==> src/rtl/clc_pkg.sv <==
// Shared constants, codes and port structs for the circular list cursor engine.
`default_nettype none

package clc_pkg;

  // Pool size and field widths
  localparam int CAPACITY = 64;
  localparam int IDX_W    = $clog2(CAPACITY);
  localparam int CNT_W    = $clog2(CAPACITY + 1);
  localparam int FUNC_W   = 3;
  localparam int VAL_W    = 32;
  localparam int ENT_W    = 7;
  localparam int ERR_W    = 2;

  typedef logic [IDX_W-1:0] idx_t;
  typedef logic [CNT_W-1:0] cnt_t;

  // Operation codes
  localparam logic [FUNC_W-1:0] FN_INS_BEFORE = 3'd0;
  localparam logic [FUNC_W-1:0] FN_INS_AFTER  = 3'd1;
  localparam logic [FUNC_W-1:0] FN_REMOVE     = 3'd2;
  localparam logic [FUNC_W-1:0] FN_STEP_NEXT  = 3'd3;
  localparam logic [FUNC_W-1:0] FN_STEP_PREV  = 3'd4;
  localparam logic [FUNC_W-1:0] FN_READ       = 3'd5;

  // Error codes
  localparam logic [ERR_W-1:0] ERR_OK    = 2'd0;
  localparam logic [ERR_W-1:0] ERR_EMPTY = 2'd1;
  localparam logic [ERR_W-1:0] ERR_FULL  = 2'd2;

  // Port of an index-wide memory
  typedef struct packed {
    logic we;
    idx_t waddr;
    idx_t wdata;
    idx_t raddr;
  } link_port_t;

  // Port of the value memory
  typedef struct packed {
    logic             we;
    idx_t             waddr;
    logic [VAL_W-1:0] wdata;
    idx_t             raddr;
  } val_port_t;

endpackage

`default_nettype wire

==> src/rtl/circular_list_cursor_engine.sv <==
// Top level: circular list with cursor over a node pool held in block memories.
//
// Usage:
//   Input channel (in_valid / in_stall, in_func, in_value) carries one operation
//   word: insert before / after the cursor, remove the cursor node, step next,
//   step previous or read. Every word yields exactly one result word on the
//   output channel (out_valid / out_stall): value at the cursor, entry count,
//   empty flag and error code (empty ring, or full pool on insert).
//   A word is taken when valid is high and stall is low at a rising edge.
//   The word passes the states S_LINK, S_FIX and S_DONE before its result is
//   registered; no new word is taken until then. The accept cycle issues the
//   cursor-link read, then come the first link writes, the neighbor link writes
//   with the value read, and the result load, on one-write one-read memories.
//   Reset (rst_n low, synchronous) empties the ring, puts the cursor at node
//   zero and refills the free stack at once; no clearing pass is needed.
//   When the receiver stalls, the result holds in the output register; the
//   next word is still taken and worked, and waits only for the register.
`default_nettype none

module circular_list_cursor_engine (
  input  logic                       clk,
  input  logic                       rst_n,
  input  logic                       in_valid,
  input  logic [clc_pkg::FUNC_W-1:0] in_func,
  input  logic [clc_pkg::VAL_W-1:0]  in_value,
  output logic                       in_stall,
  output logic                       out_valid,
  output logic [clc_pkg::VAL_W-1:0]  out_current_value,
  output logic [clc_pkg::ENT_W-1:0]  out_entries,
  output logic                       out_is_empty,
  output logic [clc_pkg::ERR_W-1:0]  out_error,
  input  logic                       out_stall
);

  import clc_pkg::*;

  link_port_t       next_port, prev_port, free_port;
  val_port_t        val_port;
  idx_t             next_rdata, prev_rdata, free_rdata;
  logic [VAL_W-1:0] val_rdata;

  // Sequencer
  clc_ctrl u_ctrl (
    .clk               (clk),
    .rst_n             (rst_n),
    .in_valid          (in_valid),
    .in_func           (in_func),
    .in_value          (in_value),
    .in_stall          (in_stall),
    .out_valid         (out_valid),
    .out_current_value (out_current_value),
    .out_entries       (out_entries),
    .out_is_empty      (out_is_empty),
    .out_error         (out_error),
    .out_stall         (out_stall),
    .next_port         (next_port),
    .prev_port         (prev_port),
    .free_port         (free_port),
    .val_port          (val_port),
    .next_rdata        (next_rdata),
    .prev_rdata        (prev_rdata),
    .free_rdata        (free_rdata),
    .val_rdata         (val_rdata)
  );

  // Forward links
  clc_ram #(.WIDTH(IDX_W), .DEPTH(CAPACITY)) u_next_ram (
    .clk   (clk),
    .we    (next_port.we),
    .waddr (next_port.waddr),
    .wdata (next_port.wdata),
    .raddr (next_port.raddr),
    .rdata (next_rdata)
  );

  // Backward links
  clc_ram #(.WIDTH(IDX_W), .DEPTH(CAPACITY)) u_prev_ram (
    .clk   (clk),
    .we    (prev_port.we),
    .waddr (prev_port.waddr),
    .wdata (prev_port.wdata),
    .raddr (prev_port.raddr),
    .rdata (prev_rdata)
  );

  // Free-index stack
  clc_ram #(.WIDTH(IDX_W), .DEPTH(CAPACITY)) u_free_ram (
    .clk   (clk),
    .we    (free_port.we),
    .waddr (free_port.waddr),
    .wdata (free_port.wdata),
    .raddr (free_port.raddr),
    .rdata (free_rdata)
  );

  // Node values
  clc_ram #(.WIDTH(VAL_W), .DEPTH(CAPACITY)) u_val_ram (
    .clk   (clk),
    .we    (val_port.we),
    .waddr (val_port.waddr),
    .wdata (val_port.wdata),
    .raddr (val_port.raddr),
    .rdata (val_rdata)
  );

`ifndef SYNTH
  // An empty ring reports no entries and a zero value
  a_empty_result: assert property (@(posedge clk) disable iff (!rst_n)
    out_valid && out_is_empty |-> (out_current_value == '0) && (out_entries == '0))
    else $error("empty result carries data");

  // A non-empty ring reports at least one entry
  a_count_nonzero: assert property (@(posedge clk) disable iff (!rst_n)
    out_valid && !out_is_empty |-> (out_entries != '0))
    else $error("non-empty result with zero entries");

  // One operation at a time: a taken word closes the input side
  a_one_at_a_time: assert property (@(posedge clk) disable iff (!rst_n)
    in_valid && !in_stall |=> in_stall)
    else $error("second word taken while busy");

  // Only defined error codes leave the block
  a_err_code: assert property (@(posedge clk) disable iff (!rst_n)
    out_valid |-> (out_error == ERR_OK) || (out_error == ERR_EMPTY) ||
                  (out_error == ERR_FULL))
    else $error("undefined error code");
`endif

endmodule

`default_nettype wire

==> src/rtl/clc_ram.sv <==
// Generic single-write, single-read memory with registered read data.
`default_nettype none

module clc_ram #(
  parameter int WIDTH = 8,
  parameter int DEPTH = 64
) (
  input  logic                     clk,
  input  logic                     we,
  input  logic [$clog2(DEPTH)-1:0] waddr,
  input  logic [WIDTH-1:0]         wdata,
  input  logic [$clog2(DEPTH)-1:0] raddr,
  output logic [WIDTH-1:0]         rdata
);

  logic [WIDTH-1:0] mem [DEPTH];
  logic [WIDTH-1:0] rdata_r;

  // Write port
  always_ff @(posedge clk) begin
    if (we) begin
      mem[waddr] <= wdata;
    end
  end

  // Read port, registered
  always_ff @(posedge clk) begin
    rdata_r <= mem[raddr];
  end

  assign rdata = rdata_r;

endmodule

`default_nettype wire

==> src/rtl/clc_ctrl.sv <==
// Operation sequencer: cursor, counts, free-stack top and link rewrite steps.
`default_nettype none

module clc_ctrl (
  input  logic                         clk,
  input  logic                         rst_n,
  // Operation words
  input  logic                         in_valid,
  input  logic [clc_pkg::FUNC_W-1:0]   in_func,
  input  logic [clc_pkg::VAL_W-1:0]    in_value,
  output logic                         in_stall,
  // Result words
  output logic                         out_valid,
  output logic [clc_pkg::VAL_W-1:0]    out_current_value,
  output logic [clc_pkg::ENT_W-1:0]    out_entries,
  output logic                         out_is_empty,
  output logic [clc_pkg::ERR_W-1:0]    out_error,
  input  logic                         out_stall,
  // Memory ports
  output clc_pkg::link_port_t          next_port,
  output clc_pkg::link_port_t          prev_port,
  output clc_pkg::link_port_t          free_port,
  output clc_pkg::val_port_t           val_port,
  input  clc_pkg::idx_t                next_rdata,
  input  clc_pkg::idx_t                prev_rdata,
  input  clc_pkg::idx_t                free_rdata,
  input  logic [clc_pkg::VAL_W-1:0]    val_rdata
);

  import clc_pkg::*;

  typedef enum logic [1:0] {S_IDLE, S_LINK, S_FIX, S_DONE} state_t;

  state_t            state_r;
  logic [FUNC_W-1:0] func_r;
  logic [VAL_W-1:0]  value_r;
  idx_t              cursor_r;
  cnt_t              live_r;
  cnt_t              fc_r;
  cnt_t              minfc_r;
  idx_t              node_r;
  idx_t              old_r;
  idx_t              nb_r;
  logic              after_r;
  logic              fix_r;
  logic [ERR_W-1:0]  err_r;
  logic [ERR_W-1:0]  err_nxt;

  logic              out_valid_r;
  logic [VAL_W-1:0]  out_value_r;
  logic [ENT_W-1:0]  out_entries_r;
  logic              out_empty_r;
  logic [ERR_W-1:0]  out_error_r;

  logic is_ins, ins_after, live_zero, live_one, pool_full, push_ok;
  logic do_ins, do_rem, fresh;
  cnt_t pop_cnt;
  idx_t pop_idx, top_idx;

  // Decode and free-stack top; entries below the low-water mark still hold reset order
  always_comb begin
    is_ins    = (func_r == FN_INS_BEFORE) || (func_r == FN_INS_AFTER);
    ins_after = (func_r == FN_INS_AFTER);
    live_zero = (live_r == '0);
    live_one  = (live_r == cnt_t'(1));
    pool_full = (fc_r == '0);
    push_ok   = (fc_r < cnt_t'(CAPACITY));
    do_ins    = is_ins && !pool_full;
    do_rem    = (func_r == FN_REMOVE) && !live_zero;
    pop_cnt   = fc_r - cnt_t'(1);
    pop_idx   = pop_cnt[IDX_W-1:0];
    fresh     = (pop_cnt < minfc_r);
    top_idx   = fresh ? (IDX_W'(CAPACITY - 1) - pop_idx) : free_rdata;
    // full pool on insert, empty ring on any access
    err_nxt   = ERR_OK;
    if (is_ins && pool_full) begin
      err_nxt = ERR_FULL;
    end else if (live_zero && ((func_r == FN_REMOVE) || (func_r == FN_STEP_NEXT) ||
                               (func_r == FN_STEP_PREV) || (func_r == FN_READ))) begin
      err_nxt = ERR_EMPTY;
    end
  end

  // Memory commands; reads always follow the cursor and stack top
  always_comb begin
    next_port       = '0;
    prev_port       = '0;
    free_port       = '0;
    val_port        = '0;
    next_port.raddr = cursor_r;
    prev_port.raddr = cursor_r;
    free_port.raddr = pop_idx;
    val_port.raddr  = cursor_r;
    unique case (state_r)
      S_LINK: begin
        if (do_ins) begin
          val_port.we     = 1'b1;
          val_port.waddr  = top_idx;
          val_port.wdata  = value_r;
          next_port.we    = 1'b1;
          next_port.waddr = top_idx;
          prev_port.we    = 1'b1;
          prev_port.waddr = top_idx;
          if (live_zero) begin
            next_port.wdata = top_idx;
            prev_port.wdata = top_idx;
          end else if (ins_after) begin
            next_port.wdata = next_rdata;
            prev_port.wdata = cursor_r;
          end else begin
            next_port.wdata = cursor_r;
            prev_port.wdata = prev_rdata;
          end
        end else if (do_rem) begin
          if (!live_one) begin
            next_port.we    = 1'b1;
            next_port.waddr = prev_rdata;
            next_port.wdata = next_rdata;
            prev_port.we    = 1'b1;
            prev_port.waddr = next_rdata;
            prev_port.wdata = prev_rdata;
          end
          if (push_ok) begin
            free_port.we    = 1'b1;
            free_port.waddr = fc_r[IDX_W-1:0];
            free_port.wdata = cursor_r;
          end
        end
      end
      S_FIX: begin
        // neighbor links of an insert into a non-empty ring
        if (fix_r) begin
          next_port.we = 1'b1;
          prev_port.we = 1'b1;
          next_port.wdata = node_r;
          prev_port.wdata = node_r;
          if (after_r) begin
            prev_port.waddr = nb_r;
            next_port.waddr = old_r;
          end else begin
            next_port.waddr = nb_r;
            prev_port.waddr = old_r;
          end
        end
      end
      default: begin
      end
    endcase
  end

  // Sequencer, ring state and result register
  always_ff @(posedge clk) begin
    if (!rst_n) begin
      state_r     <= S_IDLE;
      cursor_r    <= '0;
      live_r      <= '0;
      fc_r        <= cnt_t'(CAPACITY);
      minfc_r     <= cnt_t'(CAPACITY);
      fix_r       <= 1'b0;
      out_valid_r <= 1'b0;
    end else begin
      if (!out_stall && (state_r != S_DONE)) begin
        out_valid_r <= 1'b0;
      end
      unique case (state_r)
        S_IDLE: begin
          if (in_valid) begin
            func_r  <= in_func;
            value_r <= in_value;
            state_r <= S_LINK;
          end
        end
        S_LINK: begin
          err_r   <= err_nxt;
          fix_r   <= do_ins && !live_zero;
          node_r  <= top_idx;
          old_r   <= cursor_r;
          after_r <= ins_after;
          nb_r    <= ins_after ? next_rdata : prev_rdata;
          if (is_ins) begin
            if (!pool_full) begin
              fc_r   <= pop_cnt;
              live_r <= live_r + cnt_t'(1);
              if (fresh) begin
                minfc_r <= pop_cnt;
              end
              if (live_zero) begin
                cursor_r <= top_idx;
              end
            end
          end else if (!live_zero) begin
            if (func_r == FN_REMOVE) begin
              live_r   <= live_r - cnt_t'(1);
              cursor_r <= live_one ? '0 : next_rdata;
              if (push_ok) begin
                fc_r <= fc_r + cnt_t'(1);
              end
            end else if (func_r == FN_STEP_NEXT) begin
              cursor_r <= next_rdata;
            end else if (func_r == FN_STEP_PREV) begin
              cursor_r <= prev_rdata;
            end
          end
          state_r <= S_FIX;
        end
        S_FIX: begin
          // value read at the final cursor is issued here
          state_r <= S_DONE;
        end
        S_DONE: begin
          if (!out_valid_r || !out_stall) begin
            out_valid_r   <= 1'b1;
            out_value_r   <= live_zero ? '0 : val_rdata;
            out_entries_r <= ENT_W'(live_r);
            out_empty_r   <= live_zero;
            out_error_r   <= err_r;
            state_r       <= S_IDLE;
          end
        end
        default: state_r <= S_IDLE;
      endcase
    end
  end

  assign in_stall          = (state_r != S_IDLE);
  assign out_valid         = out_valid_r;
  assign out_current_value = out_value_r;
  assign out_entries       = out_entries_r;
  assign out_is_empty      = out_empty_r;
  assign out_error         = out_error_r;

endmodule

`default_nettype wire
==> config.mk <==
export PLATFORM = sky130hd
export DESIGN_NAME = circular_list_cursor_engine
export DESIGN_NICKNAME = d
export VERILOG_FILES = /design/src/rtl/clc_pkg.sv /design/src/rtl/circular_list_cursor_engine.sv /design/src/rtl/clc_ram.sv /design/src/rtl/clc_ctrl.sv
export SDC_FILE = /design/constraint.sdc
export NUM_CORES = 2
export LEC_CHECK = 0
export BUFFER_PORTS_ARGS = -buffer_cell sky130_fd_sc_hd__clkbuf_2
export CELL_PAD_IN_SITES_DETAIL_PLACEMENT = 1
export CELL_PAD_IN_SITES_GLOBAL_PLACEMENT = 2
export CORE_MARGIN = 2
export CORE_UTILIZATION = 50
export CTS_CLUSTER_DIAMETER = 60
export CTS_CLUSTER_SIZE = 40
export DETAILED_ROUTE_END_ITERATION = 6
export PLACE_DENSITY = 0.87
export SLEW_MARGIN = 30
export SYNTH_ARGS = -nofsm -noshare
export SYNTH_HDL_FRONTEND = slang
export SYNTH_SLANG_ARGS = --single-unit
==> constraint.sdc <==
create_clock -name clk -period 8 [get_ports clk]
set_input_delay 0.8 -clock clk [delete_from_list [all_inputs] [get_ports clk]]
set_output_delay 0.8 -clock clk [all_outputs]
set_load 0.1 [all_outputs]
==> results.ini <==
[sta]
hold_violations=0
finClkSkew_ps=57.6
worst_pin_slew_ps=1090
slew-limit-headroom_pct=27.5
fin_crit_sh_pct=80.2
rsz0062_at_grt=false
slew_violations=0
fin_ws_ps=1590
clock.fmax_mhz=156
tns_ps=0
whs_ps=54.8
period_needed_ps=6410
setup_viol=0

[critical_path]
reg2reg_to=u_val_ram.mem[12][28]
critPathKind=flop to flop
cp.required_ps=8570
r2r-start=u_ctrl.fc_r[2]
cp-end-kind=flop
cp-start-kind=flop
crit_arrival_ps=6980
reg2reg_slack_ps=1590
r2r_cells=14
cp-startpoint=u_ctrl.fc_r[2]
path_max_fanout=25

[yosys]
synthArstFlopShare_pct=0
syn_avg_cell_area_um2=23.2
synthFlopType=edfxtp_1
synthTopCellsByArea=edfxtp_1, mux4_2, dfxtp_1
synth-edff-count=3298
synth.largest_area_cell=edfxtp_1
synth_top_area_share_pct=76.1
synth_common_cells=edfxtp_1, mux4_2, nor2_1
yosys_warnings=0
ys_ff_latch=3379
syn_inst=5608
yosysMostFrequentCell=edfxtp_1
synthAdderAreaFrac_pct=0.154
synth_xor_xnor_area_share_pct=0.0943
synth_simple_gate_area_share_pct=2.15
synthMuxAreaShare_pct=18.2
syn_area_um2=130000
synth_compound_area_share_pct=0.887
synth_nets=5663
synth_top_family_by_area=multiplexers
synth.distinct_cells=70
ys_seq_area_share_pct=77.4

[drt]
routed_wl_um=357000
viasPerCell=6.84
drt_pass1_iterations=6
vias=63500
detail-route-antenna-nets=0
drt_iter0_drc=11100
drc_errors=0
routedWlPerCell_um=38.5

[die]
die_area_um2=264000
die_h_um=514
io_pins=83
fp.dieW_um=514
core_region_area_um2=259000
rows=187
floorplan.initialDensity_pct=50.2

[clocking]
cts_resized=0
ctsRootBufferMaster=clkbuf_16
clock-sinks=3379
ctsHoldBuffers=0
cts.path.max_buffers=3
clk_latency_ps=930
numCtsBuffers=166
htreeDepth=4
cts_tree=yes
cts_setup_buffers=0
clk_pin_slew_ps=120

[hold_path]
hold_path.startpoint=in_value[6]
worst_hold_path.num_cells=1
hold_end=u_ctrl.value_r[6]
hp-class=primary input to flop

[place]
numPortBuffers=82
globalplace.congestion=0.840
hpwl_um=211000
dp.cells=8942
pre_cts_ws_ps=1840

[global_routing]
grt_pass1_wl_um=505000
overflow=0
antenna_found_initial=38
grt_max_degree=141
grt_pass1_vias=63800
track_usage_pct=27.0

[run]
cap_violations=0

[layout]
n_fill_cell=21600
layoutNonFillerInstCount=9275
syn_to_final_growth_pct=10.2
nNetsFinal=5775
drive_gt1_share_pct=30.0

[pwr]
leakagePower_nw=42.9
p_per_area_nw_per_um2=251
ir_drop_mv=0.257

[run_status]
outcome=completed

cell usage in the layout (no fill, tap or decap), types with 26 or more instances in the layout:
| cell | instances |
|---|---|
| o21ai_0 | 42 |
| inv_1 | 28 |
| and2_1 | 43 |
| nand2_1 | 111 |
| buf_4 | 89 |
| clkbuf_16 | 167 |
| dfxtp_1 | 74 |
| mux2_2 | 26 |
| nand3_1 | 39 |
| a21oi_1 | 40 |
| buf_16 | 56 |
| mux2i_1 | 42 |
| nor2_1 | 229 |
| clkbuf_2 | 82 |
| mux4_2 | 1021 |
| edfxtp_1 | 3298 |
| nor2_4 | 68 |
worst max-delay path, cell delays in order (launching register included):
cell      delay (ps)
dfxtp_1          710
nor3_2           160
xnor2_1          310
clkinv_2         680
ha_1             480
a21oi_1          150
o21ai_0          160
a21oi_2          420
mux2i_1          250
buf_4            220
inv_1            130
nor2_1           320
nand2_1          710
nor2_4           860
buf_4            470
per-layer routing:
layer | track usage [%] | routed length, µm
met1 | 37.9 | 131000
met2 | 43.1 | 173000
met3 | 5.03 | 38800
met4 | 9.36 | 14400
met5 | 0 | 166
kinds of logic after synthesis:
group           after synthesis
simple gates                603
flops                      3379
buf+inv                     336
fa+ha+maj                    16
mux                        1090
xor+xnor                     14
compound gates              170
state kept, by name, summed over array words and instances, names as in the netlist, 7 cells and up:
| register | cells |
|---|---|
| u_val_ram.mem | 2048 |
| u_free_ram.mem | 384 |
| u_next_ram.mem | 384 |
| u_prev_ram.mem | 384 |
| u_ctrl.out_current_value | 32 |
| u_ctrl.value_r | 32 |
| u_val_ram.rdata | 32 |
| u_ctrl.fc_r | 7 |
| u_ctrl.live_r | 7 |
| u_ctrl.minfc_r | 7 |
| u_ctrl.out_entries | 7 |
metrics by stage:
step	cell area [µm²]	power, mW	util [%]
2_1_floorplan	130000	23.1	-
3_3_place_gp	135000	24.9	52.1
3_5_place_dp	137000	25.1	52.7
4_1_cts	143000	35.9	55.1
5_1_grt	143000	36.6	55.3
6_report	143000	36.0	55.3
power breakdown:
group          internal (mW)  switching [mW]
clock network           4.54            6.52
logic                   1.65            3.15
registers               19.8           0.269
total                   26.0            9.94
worst max path at each step:
stage                       endpoint  slack [ps]  cells after the start
4_1_cts        u_val_ram.mem[12][31]        1770                     15
3_5_place_dp   u_val_ram.mem[24][29]        1840                     17
2_1_floorplan   u_prev_ram.mem[0][0]        1820                     17
6_report       u_val_ram.mem[12][28]        1590                     14
5_1_grt         u_val_ram.mem[24][6]        1260                     14
3_3_place_gp    u_val_ram.mem[24][5]        1930                     17
cell type report:
cell class / count / area, µm² / area share [%]
flip-flops and latches: 3379 / 101000 / 70.3
multi-input cells: 1893 / 28800 / 20.1
well taps: 3402 / 4260 / 2.97
clock buffers: 175 / 4230 / 2.95
repair buffers: 249 / 3050 / 2.13
clock inverters: 136 / 2170 / 1.51
inverters: 31 / 118 / 0.0821
diodes: 10 / 25.0 / 0.0175
Note: power is estimated with default switching activity, not from simulation.
